### config.mk
export PLATFORM = sky130hd
export DESIGN_NAME = dhfk_front_flat
export DESIGN_NICKNAME = d
export VERILOG_FILES = /design/src/rtl/dhfk_pkg.sv /design/src/rtl/dhfk_stream_if.sv /design/src/rtl/dhfk_front.sv /design/src/flat_wrapper.sv
export SDC_FILE = /design/constraint.sdc
export NUM_CORES = 1
export LEC_CHECK = 0
export BUFFER_PORTS_ARGS = -buffer_cell sky130_fd_sc_hd__buf_4
export CORE_ASPECT_RATIO = 0.6
export CORE_MARGIN = 2
export CORE_UTILIZATION = 53
export CTS_CLUSTER_DIAMETER = 200
export DETAILED_ROUTE_END_ITERATION = 10
export PLACE_DENSITY = 0.9
export SYNTH_ARGS = -nofsm -noshare
export SYNTH_HDL_FRONTEND = slang
export SYNTH_SLANG_ARGS = --single-unit
export TNS_END_PERCENT = 20
### constraint.sdc
create_clock -name clk_i -period 7.6 [get_ports clk_i]
set_clock_uncertainty 0.2 [all_clocks]
set_input_delay 1.52 -clock clk_i [delete_from_list [all_inputs] [get_ports clk_i]]
set_output_delay 1.52 -clock clk_i [all_outputs]
set_load 0.01 [all_outputs]
### src/rtl/dhfk_pkg.sv
// Package: shared types, constants and helper functions for the DH kinematics block.
package dhfk_pkg;

  localparam int unsigned CordicSteps = 28;
  localparam int unsigned StepW = (CordicSteps > 1) ? $clog2(CordicSteps) : 1;

  localparam logic signed [33:0] PiQ28     = 34'sd843314857;
  localparam logic signed [33:0] TwoPiQ28  = 34'sd1686629713;
  localparam logic signed [35:0] HalfPiQ30 = 36'sd1686629713;
  localparam logic signed [35:0] PiQ30     = 36'sd3373259426;
  localparam logic signed [35:0] GainQ30   = 36'sd652032874;
  localparam logic signed [31:0] OneQ30    = 32'sd1073741824;

  typedef struct packed {
    logic signed [31:0] link_length;
    logic signed [31:0] link_twist;
    logic signed [31:0] link_offset;
    logic signed [33:0] theta;
    logic               last_joint;
  } joint_t;

  typedef struct packed {
    logic signed [31:0] rot_00;
    logic signed [31:0] rot_01;
    logic signed [31:0] rot_02;
    logic signed [31:0] rot_10;
    logic signed [31:0] rot_11;
    logic signed [31:0] rot_12;
    logic signed [31:0] rot_20;
    logic signed [31:0] rot_21;
    logic signed [31:0] rot_22;
    logic signed [31:0] pos_x;
    logic signed [31:0] pos_y;
    logic signed [31:0] pos_z;
  } pose_t;

  function automatic logic signed [35:0] atan_q30(input logic [4:0] i);
    logic signed [35:0] r;
    case (i)
      5'd0: r = 36'sd843314857;
      5'd1: r = 36'sd497837829;
      5'd2: r = 36'sd263043837;
      5'd3: r = 36'sd133525159;
      5'd4: r = 36'sd67021687;
      5'd5: r = 36'sd33543516;
      5'd6: r = 36'sd16775851;
      5'd7: r = 36'sd8388437;
      5'd8: r = 36'sd4194283;
      5'd9: r = 36'sd2097149;
      5'd31: r = 36'sd0;
      default: r = 36'sd1 <<< (5'd30 - i);
    endcase
    return r;
  endfunction

  // round half up after the Q30 shift
  function automatic logic signed [63:0] rnd_q30(input logic signed [63:0] p);
    logic signed [63:0] t;
    t = p + 64'sd536870912;
    return t >>> 30;
  endfunction

  function automatic logic signed [31:0] sat32(input logic signed [35:0] v);
    logic signed [31:0] r;
    if (v > 36'sd2147483647) r = 32'sh7fffffff;
    else if (v < -36'sd2147483648) r = 32'sh80000000;
    else r = v[31:0];
    return r;
  endfunction

endpackage

### src/rtl/dhfk_stream_if.sv
// Interfaces: valid/ready channels for joint words and pose words.
interface dhfk_in_if;
  logic               valid;
  logic               ready;
  logic signed [31:0] link_length;
  logic signed [31:0] link_twist;
  logic signed [31:0] link_offset;
  logic signed [31:0] angle_offset;
  logic signed [31:0] joint_angle;
  logic               last_joint;
  modport source (output valid, link_length, link_twist, link_offset, angle_offset,
                  joint_angle, last_joint, input ready);
  modport sink (input valid, link_length, link_twist, link_offset, angle_offset,
                joint_angle, last_joint, output ready);
endinterface


### src/rtl/dhfk_front.sv
// Front end: accept joint words, form theta, hold two-entry queue to the back end.
module dhfk_front (
  input  logic                clk_i,
  input  logic                rst_ni,
  dhfk_in_if.sink             in_i,
  output logic                q_valid_o,
  output dhfk_pkg::joint_t    q_data_o,
  input  logic                q_pop_i
);
  dhfk_pkg::joint_t mem_q [2];
  logic rd_q, wr_q;
  logic [1:0] cnt_q;
  dhfk_pkg::joint_t w;
  logic push;

  always_comb begin
    w.link_length = in_i.link_length;
    w.link_twist  = in_i.link_twist;
    w.link_offset = in_i.link_offset;
    w.theta       = 34'(in_i.angle_offset) + 34'(in_i.joint_angle);
    w.last_joint  = in_i.last_joint;
  end

  assign in_i.ready = (cnt_q != 2'd2);
  assign push       = in_i.valid && in_i.ready;
  assign q_valid_o  = (cnt_q != 2'd0);
  assign q_data_o   = mem_q[rd_q];

  always_ff @(posedge clk_i) begin
    if (push) mem_q[wr_q] <= w;
  end

  always_ff @(posedge clk_i or negedge rst_ni) begin
    if (!rst_ni) begin
      rd_q <= 1'b0; wr_q <= 1'b0; cnt_q <= 2'd0;
    end else begin
      if (push) wr_q <= ~wr_q;
      if (q_pop_i) rd_q <= ~rd_q;
      cnt_q <= cnt_q + 2'(push) - 2'(q_pop_i);
    end
  end
endmodule

### src/flat_wrapper.sv
// flat-port wrapper written by rule: the top's interface ports become plain ports
module dhfk_front_flat 
  (clk_i, rst_ni, q_valid_o, q_data_o, q_pop_i, in_i_valid, in_i_link_length, in_i_link_twist, in_i_link_offset, in_i_angle_offset, in_i_joint_angle, in_i_last_joint, in_i_ready);
  dhfk_in_if in_i_i ();
  input  logic clk_i;
  input  logic rst_ni;
  output logic q_valid_o;
  output dhfk_pkg::joint_t q_data_o;
  input  logic q_pop_i;
  input wire logic [$bits(in_i_i.valid)-1:0] in_i_valid;
  input wire logic [$bits(in_i_i.link_length)-1:0] in_i_link_length;
  input wire logic [$bits(in_i_i.link_twist)-1:0] in_i_link_twist;
  input wire logic [$bits(in_i_i.link_offset)-1:0] in_i_link_offset;
  input wire logic [$bits(in_i_i.angle_offset)-1:0] in_i_angle_offset;
  input wire logic [$bits(in_i_i.joint_angle)-1:0] in_i_joint_angle;
  input wire logic [$bits(in_i_i.last_joint)-1:0] in_i_last_joint;
  output wire logic [$bits(in_i_i.ready)-1:0] in_i_ready;
  assign in_i_i.valid = in_i_valid;
  assign in_i_i.link_length = in_i_link_length;
  assign in_i_i.link_twist = in_i_link_twist;
  assign in_i_i.link_offset = in_i_link_offset;
  assign in_i_i.angle_offset = in_i_angle_offset;
  assign in_i_i.joint_angle = in_i_joint_angle;
  assign in_i_i.last_joint = in_i_last_joint;
  assign in_i_ready = in_i_i.ready;
  dhfk_front u_core (.clk_i(clk_i), .rst_ni(rst_ni), .in_i(in_i_i), .q_valid_o(q_valid_o), .q_data_o(q_data_o), .q_pop_i(q_pop_i));
endmodule
* Yosys cells after proc, flatten, opt, wreduce, memory -nomap -nowiden
Memories as Yosys holds them, arrays and structs flattened.
Cells that the tools add are included.
** Word-level totals
- Register bits after elaboration :: 4
- Bits in writable memories :: 262
- Input bits :: 165
- Output and inout bits :: 133
- Logic and storage cells :: 14
- Memories kept :: 1
** Operators by class
- Add/subtract/negate cells :: 3
- Eq/ne operators :: 1
- Mux-type cells :: 2
- Bitwise operators :: 2
- Reduce and logical (&&, ||, !) cells :: 2
** Memory list
- u_core.mem_q :: words 2, width 131, rd ports 1, clocked after Yosys merged registers in 0, write ports 1, RTL line dhfk_front.sv:10 : dhfk_pkg::joint_t mem_q [2];
** Operator list (count)
- $add A32 B32 Y33 :: 1
- $add A2 B1 Y2 :: 1
- $mux W1 :: 2
- $ne A2 B2 Y1 const B :: 1
- $not A1 Y1 :: 2
- $reduce_bool A2 Y1 :: 1
- $sub A2 B1 Y2 :: 1
- $logic_and A1 B1 Y1 :: 1

* Longest topological paths before layout
Gate-level depths: netlist of the first run.
- Word-level depth :: 4
- Mapped depth :: 9
- Depth with buffers taken out :: 9

* Worst setup path before layout of the first run
No wires, ideal clock.
- Path kind :: input -> register
- Start :: input port in_i_valid
- End :: memory u_core.mem_q[0][0] (netlist name) (enable)
- Library setup time :: 0.621 ns
- Arrival :: 7.012 ns
- Required time :: 6.779 ns
- Setup slack :: -0.232 ns
- Stages on the path :: 2
- Buffers on the path :: 0
- Path through :: nand2_1 -> nor2_1
** On the way
- Cells in the longest elaborated chain, start to end :: 3
** RTL lines
- start, declared :: RTL line flat_wrapper.sv:10 : input wire logic [$bits(in_i_i.valid)-1:0] in_i_valid;
- $logic_and A1 B1 Y1 :: RTL line dhfk_front.sv:25 : assign push = in_i.valid && in_i.ready;
- $mux W1 :: RTL line dhfk_front.sv:30 : if (push) mem_q[wr_q] <= w;
- $mux W1 (implied by the code) :: RTL line dhfk_front.sv:30
- end, declared :: RTL line dhfk_front.sv:10
No other way between the ends.

==> results of run 1 <==
[cells by family after synthesis]
kind of cell    after synthesis  share of synthesized area
compound gates               85                    0.05376
xor+xnor                     32                    0.02509
fa+ha+maj                    35                    0.03987
buf+inv                      32                    0.01210
flops                       264                     0.7079
mux                         130                     0.1310
simple gates                 68                    0.03024
[layout by cell type (no fill, tap or decap), types with 3 or more instances in the layout]
cell type,count
sky130_fd_sc_hd__nor2_1,17
sky130_fd_sc_hd__clkbuf_1,7
sky130_fd_sc_hd__clkbuf_16,25
sky130_fd_sc_hd__mux2_2,130
sky130_fd_sc_hd__xor2_1,13
sky130_fd_sc_hd__inv_1,11
sky130_fd_sc_hd__a211oi_1,3
sky130_fd_sc_hd__a21o_1,10
sky130_fd_sc_hd__nand2_1,21
sky130_fd_sc_hd__a21o_2,5
sky130_fd_sc_hd__buf_4,302
sky130_fd_sc_hd__nand4_1,7
sky130_fd_sc_hd__o21ai_0,14
sky130_fd_sc_hd__ha_1,34
sky130_fd_sc_hd__edfxtp_1,260
sky130_fd_sc_hd__nor3_1,3
sky130_fd_sc_hd__xnor2_1,19
sky130_fd_sc_hd__dfrtp_1,3
sky130_fd_sc_hd__o21bai_1,4
sky130_fd_sc_hd__a21oi_1,23
[power groups by stage]
stage          clock (W)  sequential, W  combinational [W]
3_5_place_dp           0        0.00215            0.00174
5_1_grt          0.00128        0.00215            0.00186
4_1_cts          0.00122        0.00212            0.00176
2_1_floorplan          0        0.00214           0.000987
3_3_place_gp           0        0.00212            0.00172
6_report         0.00119        0.00212            0.00174
[area by class of cell]
type	instances	area, µm²	area share
flip-flops and latches	264	7911	0.5457
multi-input cells	350	3141	0.2166
repair buffers	302	2267	0.1564
clock buffers	32	651.9	0.04497
well taps	279	349.1	0.02408
clock inverters	12	135.1	0.009322
inverters	11	41.29	0.002848
[metrics by stage]
stage / hold WS (ns) / cell area, µm² / setup slack [ns]
after CTS: 0.3626 / 14500 / 3.458
after detailed placement: 0.3527 / 13710 / 3.285
after global routing: 0.4131 / 14500 / 3.363
after global placement: 0.3419 / 13710 / 3.390
after floorplan: 0.2788 / 11170 / 1.962
final: 0.3609 / 14500 / 3.481
[worst max-delay path, delay by kind of cell, from the launching register on]
| family | cells | cell delay, ns |
|---|---|---|
| flip-flops | 1 | 0.56 |
| buffers and inverters | 2 | 0.80 |
| multiplexers | 1 | 0.45 |
[per-layer routing]
layer / wire, µm / global-route usage / vias up
li1: - / - / 3144
met1: 10190 / 0.2857 / 3282
met2: 11590 / 0.3509 / 285
met3: 2300 / 0.05950 / 26
met4: 300 / 0.03590 / 0
met5: 0 / 0 / -
[registers in the layout, indices dropped and copies added (netlist names)]
| signal | flops |
|---|---|
| u_core.rd_q | 1 |
| u_core.wr_q | 1 |
| u_core.mem_q | 260 |
| u_core.cnt_q | 2 |
[cells in the mapped netlist (2+ instances only)]
| cell type | number | area share |
|---|---|---|
| sky130_fd_sc_hd__a211oi_1 | 3 | 0.0020 |
| sky130_fd_sc_hd__a21o_1 | 10 | 0.0067 |
| sky130_fd_sc_hd__a21o_2 | 5 | 0.0039 |
| sky130_fd_sc_hd__a21oi_1 | 23 | 0.010 |
| sky130_fd_sc_hd__a2bb2oi_1 | 2 | 0.0016 |
| sky130_fd_sc_hd__a31o_1 | 2 | 0.0016 |
| sky130_fd_sc_hd__a31oi_1 | 2 | 0.0011 |
| sky130_fd_sc_hd__and3_1 | 2 | 0.0011 |
| sky130_fd_sc_hd__buf_1 | 4 | 0.0013 |
| sky130_fd_sc_hd__buf_4 | 3 | 0.0020 |
| sky130_fd_sc_hd__clkbuf_1 | 11 | 0.0037 |
| sky130_fd_sc_hd__clkbuf_2 | 3 | 0.0013 |
| sky130_fd_sc_hd__dfrtp_1 | 4 | 0.0090 |
| sky130_fd_sc_hd__edfxtp_1 | 260 | 0.70 |
| sky130_fd_sc_hd__ha_1 | 34 | 0.038 |
| sky130_fd_sc_hd__inv_1 | 11 | 0.0037 |
| sky130_fd_sc_hd__mux2_2 | 130 | 0.13 |
| sky130_fd_sc_hd__nand2_1 | 21 | 0.0071 |
| sky130_fd_sc_hd__nand2b_1 | 2 | 0.0011 |
| sky130_fd_sc_hd__nand3_1 | 2 | 0.00090 |
| sky130_fd_sc_hd__nand4_1 | 7 | 0.0039 |
| sky130_fd_sc_hd__nor2_1 | 18 | 0.0060 |
| sky130_fd_sc_hd__nor2b_1 | 2 | 0.0011 |
| sky130_fd_sc_hd__nor3_1 | 3 | 0.0013 |
| sky130_fd_sc_hd__nor4_1 | 2 | 0.0011 |
| sky130_fd_sc_hd__o211ai_1 | 2 | 0.0013 |
| sky130_fd_sc_hd__o21ai_0 | 14 | 0.0063 |
| sky130_fd_sc_hd__o21ai_1 | 2 | 0.00090 |
| sky130_fd_sc_hd__o21bai_1 | 4 | 0.0027 |
| sky130_fd_sc_hd__o221ai_2 | 2 | 0.0027 |
| sky130_fd_sc_hd__o22ai_1 | 2 | 0.0011 |
| sky130_fd_sc_hd__o31ai_1 | 2 | 0.0013 |
| sky130_fd_sc_hd__xnor2_1 | 19 | 0.015 |
| sky130_fd_sc_hd__xor2_1 | 13 | 0.010 |
[final timing paths]
kind / from / end / slack, ns
min in group asynchronous: rst_ni / u_core.cnt_q[1] / 0.59
max in group asynchronous: rst_ni / u_core.rd_q / 6.49
worst min-delay path: u_core.wr_q / u_core.wr_q / 0.36
worst max register to register: u_core.cnt_q[1] / u_core.mem_q[1][96] / 4.83
worst min register to register: u_core.wr_q / u_core.wr_q / 0.36
worst max-delay path: u_core.rd_q / q_data_o[33] / 3.48
==> flow_results.org, run 1 <==
** Yosys
- After synthesis, the share of flip-flops with an asynchronous set or reset is 0.01515.
- Dividing the synthesized area by the synthesized cell count gives 17.29 µm².
- Total of flip-flops plus latches after synthesis :: 264
- Yosys mapped a number of flops with a built-in enable equal to 260.
- Dominant register cell in the synthesized netlist :: sky130_fd_sc_hd__edfxtp_1
- Synthesis produced 646 cells.
- Number of warning messages in the yosys log :: 0
- Count of different cell masters after synthesis :: 54
- The number of nets in the synthesized netlist is 846.
- In this run the cell area of the synthesized design comes to 11170 µm².
- For this run, the register share of the synthesized area comes to 0.7079.

** Worst hold path
- Along the worst hold path, the cell count comes to 1.
- Class of the most critical hold timing path :: flip-flop to flip-flop

** STA
- Setup repair after global routing missed its margin :: false
- Final setup violation count :: 0
- For the pin with the worst max-slew slack, the measured transition is 0.9894 ns.
- Fin Setup TNS :: 0 ns
- Shortest clock period the worst path allows after layout :: 4.119 ns
- Final max-slew violation count :: 0
- Relative slew margins :: 0.3404
- The total count of hold-check failures in the final report was 0.
- For this run, the top clock speed supported by timing is 242.8 MHz.
- Post-route clock period utilization :: 0.5419

** Power and ir drop
- The analysis attributes to net switching a power of 0.001481 W.
- Maximum vdd drop :: 0.0002328 V
- Total power divided by cell area :: 348.1 nW/µm²
- Combinational power share :: 0.344
- The internal portion of the total power is 0.003565 W.
- Standby leakage power :: 5.596 nW
- Of the total power, the share spent switching nets is 0.2935.
- Clk pwr share :: 0.236
- Total Power :: 0.005047 W
- Of the total power, registers draw 0.420.

** CTS
- In this run, post-CTS hold repair placed 0 buffers.
- Number of gates resized after cts :: 0
- In this run, CTS created clock tree buffers numbering 25.
- After clock tree synthesis, the setup repair step added 0 buffers.
- Maximum clock insertion buffer count :: 3
- In this run the number of H-tree levels came out at 1.
- TritonCTS clock tree :: built
- Clock root buffer :: sky130_fd_sc_hd__clkbuf_16
- Clock-pin slew was measured on the worst setup and hold paths at 0.06 ns.
- Source-to-sink clock delay at the later pin of the worst-skew pair :: 0.51 ns
- Num Clock Sinks :: 264

** Cells and area
- Relative to the synthesized area, the layout overhead comes to 29.77%.
- Final #Nets :: 1154
- After filler insertion, the fill cell instance count of the layout stands at 1364.
- The finished layout holds 1250 standard cells, fillers aside.
- Finished Core Util :: 0.6960
- Of the cells placed in the final design, the portion with a size suffix greater than 1 is 0.4995.
- The repair_antennas step left the layout with diodes totalling 0.

** GRT
- The via count of the first global-routing pass came to 6602.
- The initial antenna violation count is 0.
- Largest net degree at the start of global routing :: 76
- Across every metal layer, demand over resource in global routing totals 0.2112.
- Grt total ovfl :: 0
- The first global-routing pass estimated 36000 µm of wire.

** Detailed routing
- For this block, the routed nets add up to 24380 µm of wire.
- In the final routed layout, each cell accounts on average for 19.51 µm.
- Number of design rule violations left after detail routing :: 0
- Number of violations reported at the end of detailed-routing iteration 0 :: 479
- The first detailed-routing pass ran for 5 iterations.
- Post-DR vias/cell :: 5.390
- Once detail routing completed, the nets flagged for antenna violations numbered 0.
- The final route contains 6737 vias.

** Critical path
- Of all nets on the critical path, the largest fanout is 56.
- The worst register-to-register path has a depth of 3.
- The signal on the critical path passes through buf_4 > mux2_2 > buf_4.
- CP Capture Type :: output pin
- The critical path is of the flip-flop to output pin type.
- In this design, the critical path's most frequently occurring cell is sky130_fd_sc_hd__buf_4.
- Kind of start point of the critical path :: flip-flop
- Critical path data required time :: 5.88 ns
- Delay of the slowest cell on the worst path :: 0.65 ns
- Critical-path top delay cell :: sky130_fd_sc_hd__buf_4
- Arrival time worst endpoint :: 2.40 ns

** Placement
- During placement, the flow inserted port buffers numbering 297.
- Count of placed standard cells including taps :: 1206
- The HPWL after detailed placement is 17120 µm.
- Routability congestion estimate from global placement :: 0.8629

** Die
- Die height :: 116.5 µm
- The die is 191.4 µm wide.
- For this configuration, the core starts out at a cell density of 0.5363.
- The floorplan has 41 rows.
- For this design the top-level I/O count stands at 298.
- The region available for standard cell placement spans 20830 µm².
- Die ar. :: 22290 µm²

** Outcome
- The run finished with clean final reports.

** Run
- Across the run, the number of max-cap violations was 0.
Note: power is estimated with default switching activity, not from simulation.
==> run 2: changes to the inputs <==
CORE_UTILIZATION = 48   (was 53)
PLACE_DENSITY = 0.87   (was 0.9)
clock period = 3.45 ns   (was 7.6 ns; I/O delays follow)
==> run 2 against run 1 <==
  * Cell count grew 3.7%
  * Design area grew 1.4%
  * Total power up 120%
  * Sequential power increased by 120%
  * Hold slack worse by 0.23 ns
  * Die area increased by 10%
  * Register-to-register slack worse by 3.5 ns
  * Flip-flop and latch count is the same
  * Setup slack worse by 3.1 ns
  * Routed wire length grew 3.7%
  * Largest power group unchanged
  * Non-clock buffer count grew 8
  * Sequential share of layout area decreased by 0.76 points
==> flow_results.org, run 2 (same netlist as run 1, synthesis figures left out) <==
** Power and ir drop
- Total Power :: 0.01129 W
- Internal Dissipation :: 0.007954 W
- Clk pwr share :: 0.233
- Summed over all cells, the static leakage comes to 5.667 nW.
- Of the total power, combinational logic draws 0.358.
- The share of total power dissipated in sequential elements is 0.409.
- Total power divided by cell area :: 768.2 nW/µm²
- VDD sags by at most 0.0003804 V.
- Of the total power, the share spent switching nets is 0.2957.
- Summed over all nets, the switching power comes to 0.003340 W.

** Detailed routing
- DR vias :: 6752
- Drt pass-1 iters :: 5
- In this run, the number of DRC markers left after iteration 0 of detailed routing was 377.
- Routed wire length :: 25290 µm
- In the routed design, unresolved DRC markers number 0.
- Post-DR vias/cell :: 5.210
- Number of nets with antenna violations after routing :: 0
- After detailed routing, the average wire length per cell comes to 19.51 µm.

** Worst hold path
- Counting instances, the worst hold path has a depth of 1.
- The min-delay analysis places its worst path in the category input port to flip-flop.
- Hold Crit Endpoint :: u_core.mem_q[1][0]
- In this run the most critical hold path is launched from in_i_last_joint.

** STA
- Dividing the final minimum period by the clock period gives 0.8927.
- Timing would allow up to 324.7 MHz.
- The worst pin sits at a relative slew slack of 0.4841.
- Final-layout worst hold slack :: 0.1320 ns
- Number of endpoints with negative hold slack in the final report :: 0
- Shortest clock period the worst path allows after layout :: 3.080 ns
- Final max-slew violation count :: 0
- Fin Setup TNS :: 0 ns
- Setup repair after global routing left no endpoint under its margin.
- Final setup violation count :: 0
- Slew of the pin with the lowest slew margin :: 0.7719 ns

** CTS
- TritonCTS clock tree :: built
- At the later pin of the worst-skew pair, clock insertion delay measures 0.54 ns.
- Post-CTS setup repair buffer count :: 0
- Maximum clock insertion buffer count :: 3
- Clock-pin slew on the worst setup and hold paths :: 0.06 ns
- Number of buffers created by CTS :: 25
- In this run the number of H-tree levels came out at 1.
- CTS placed an instance of sky130_fd_sc_hd__clkbuf_16 at the clock tree root.
- Counting every sink on the clock net gives 264.

** Placement
- Routability congestion estimate from global placement :: 0.8538
- Port buffering added 297 buffers.
- Post-place instance area :: 13910 µm²
- Half-perimeter wire length of the detailed placement result :: 17630 µm

** Die
- From bottom edge to top edge, the die measures 122.2 µm.
- The floorplan has 43 rows.
- 298 I/O pins were placed.
- In this run the horizontal extent of the chip is 200.9 µm.
- Initial Utilization :: 0.4862
- The total area inside the core boundary comes to 22970 µm².
- The die covers 24550 µm².

** Critical path
- Critical-path maximum fanout :: 57
- The number of cells on the worst reg-to-reg path is 4.
- Kind of start point of the critical path :: flip-flop
- Critical path data required time :: 2.56 ns
- Cell type group with the largest total delay on the critical path :: buffers and inverters
- On the critical path, the stage with the largest delay is an instance of sky130_fd_sc_hd__buf_4.
- Arrival time worst endpoint :: 2.19 ns
- The worst setup path is captured at an output pin.
- CP dominant cell by count :: sky130_fd_sc_hd__buf_4
- Worst R2R Start :: u_core.cnt_q[1]
- Category of the critical setup timing path :: flip-flop to output pin
- Internal reg-to-reg setup slack :: 1.34 ns
- Bufs and invs on worst path :: 2
- CP Cell Sequence :: buf_4 > mux2_2 > buf_4
- R2R Path End :: u_core.mem_q[0][93]
- In this design, the stage delay of the slowest critical-path cell is 0.60 ns.

** GRT
- The via count of the first global-routing pass came to 6851.
- Grt total ovfl :: 0
- Largest net degree at the start of global routing :: 75
- First-pass GRT wire length :: 38310 µm
- The initial antenna violation count was 0.
- Overall Global Routing Usage :: 0.2037

** Cells and area
- Ranked by flip-flop count, first place goes to u_core.mem_q.
- In the layout the commonest cells are 301 x sky130_fd_sc_hd__buf_4, 260 x sky130_fd_sc_hd__edfxtp_1, 130 x sky130_fd_sc_hd__mux2_2, 34 x sky130_fd_sc_hd__ha_1, 25 x sky130_fd_sc_hd__clkbuf_16.
- Relative to the synthesized area, the layout overhead comes to 31.61%.
- Number of flip-flops in the largest register :: 260
- Share of cells above drive strength 1 :: 0.4985
- 0 antenna diodes ended up in the layout.
- Final standard cell area without fillers :: 14700 µm²
- Number of fillers in the final layout :: 1598
- Commonest non-fill, non-tap cell in the layout :: sky130_fd_sc_hd__buf_4
- The largest registers in the layout are u_core.mem_q (260), u_core.cnt_q (2).
- The final layout contains 1162 nets.

** Run
- Max-cap violations in this run came to 0.

** Outcome
- Outcome :: complete, no violations
[run 2: changes by cell type in the layout (fill, tap and decap cells not counted)]
| cell | delta |
|---|---|
| sky130_fd_sc_hd__buf_4 | -1 |
| sky130_fd_sc_hd__clkinv_1 | +6 |
| sky130_fd_sc_hd__dlygate4sd3_1 | +1 |
| sky130_fd_sc_hd__clkbuf_1 | -1 |
| sky130_fd_sc_hd__buf_12 | +8 |
| sky130_fd_sc_hd__clkinvlp_4 | -1 |
| sky130_fd_sc_hd__clkinv_8 | -1 |
| sky130_fd_sc_hd__inv_16 | +1 |
| sky130_fd_sc_hd__clkinv_4 | -2 |
[run 2: per-stage QoR]
stage / cells / util / setup slack [ns]
after floorplan: 646 / - / -0.9720
after global placement: 1249 / 0.6054 / 0.07438
after detailed placement: 1249 / 0.6054 / 0.01561
after CTS: 1296 / 0.6399 / 0.3291
after global routing: 1296 / 0.6399 / 0.2736
final: 1296 / 0.6399 / 0.3701
[run 2: area by class of cell]
type	count	area (µm²)	share of cell area
tap	315	394.1	0.02681
timing repair buffer	310	2430	0.1653
clock inverter	15	136.4	0.009277
multi-input combinational	350	3141	0.2136
sequential	264	7911	0.5381
clock buffer	31	648.1	0.04409
inverter	11	41.29	0.002809
[run 2: what timing repair did]
action	CTS	global route
hold buffers	1	0
hold endpoints to repair	4	0
gates resized for setup	0	0
[run 2: power by group through the flow]
stage	Sequential (W)	Combinational [W]	Clock [W]
2_1_floorplan	0.00469	0.00218	0
3_3_place_gp	0.00462	0.00401	0
3_5_place_dp	0.00468	0.00406	0
4_1_cts	0.00462	0.00409	0.00270
5_1_grt	0.00468	0.00432	0.00283
6_report	0.00462	0.00404	0.00264
[run 2: worst max-delay path by stage]
| stage | startpoint | to | depth (start not counted) |
|---|---|---|---|
| 2_1_floorplan | in_i_valid | u_core.mem_q[1][0] | 1 |
| 3_3_place_gp | in_i_joint_angle[0] | u_core.mem_q[1][27] | 10 |
| 3_5_place_dp | in_i_joint_angle[0] | u_core.mem_q[0][31] | 10 |
| 4_1_cts | u_core.rd_q | q_data_o[47] | 3 |
| 5_1_grt | u_core.rd_q | q_data_o[47] | 3 |
| 6_report | u_core.rd_q | q_data_o[47] | 3 |
[run 2: worst register-to-register path: cells and delay by family, from the launching register on]
family,cells,cell delay [ns]
simple gates,3,0.89
buf+inv,1,0.32
flops,1,0.41
[run 2: per-layer routing]
layer,wire length (µm),global-route usage,vias to the layer above
met5,0,0,-
met4,371,0.03935,0
met3,1860,0.05190,27
met2,11930,0.3328,257
met1,11130,0.2804,3306
li1,-,-,3162
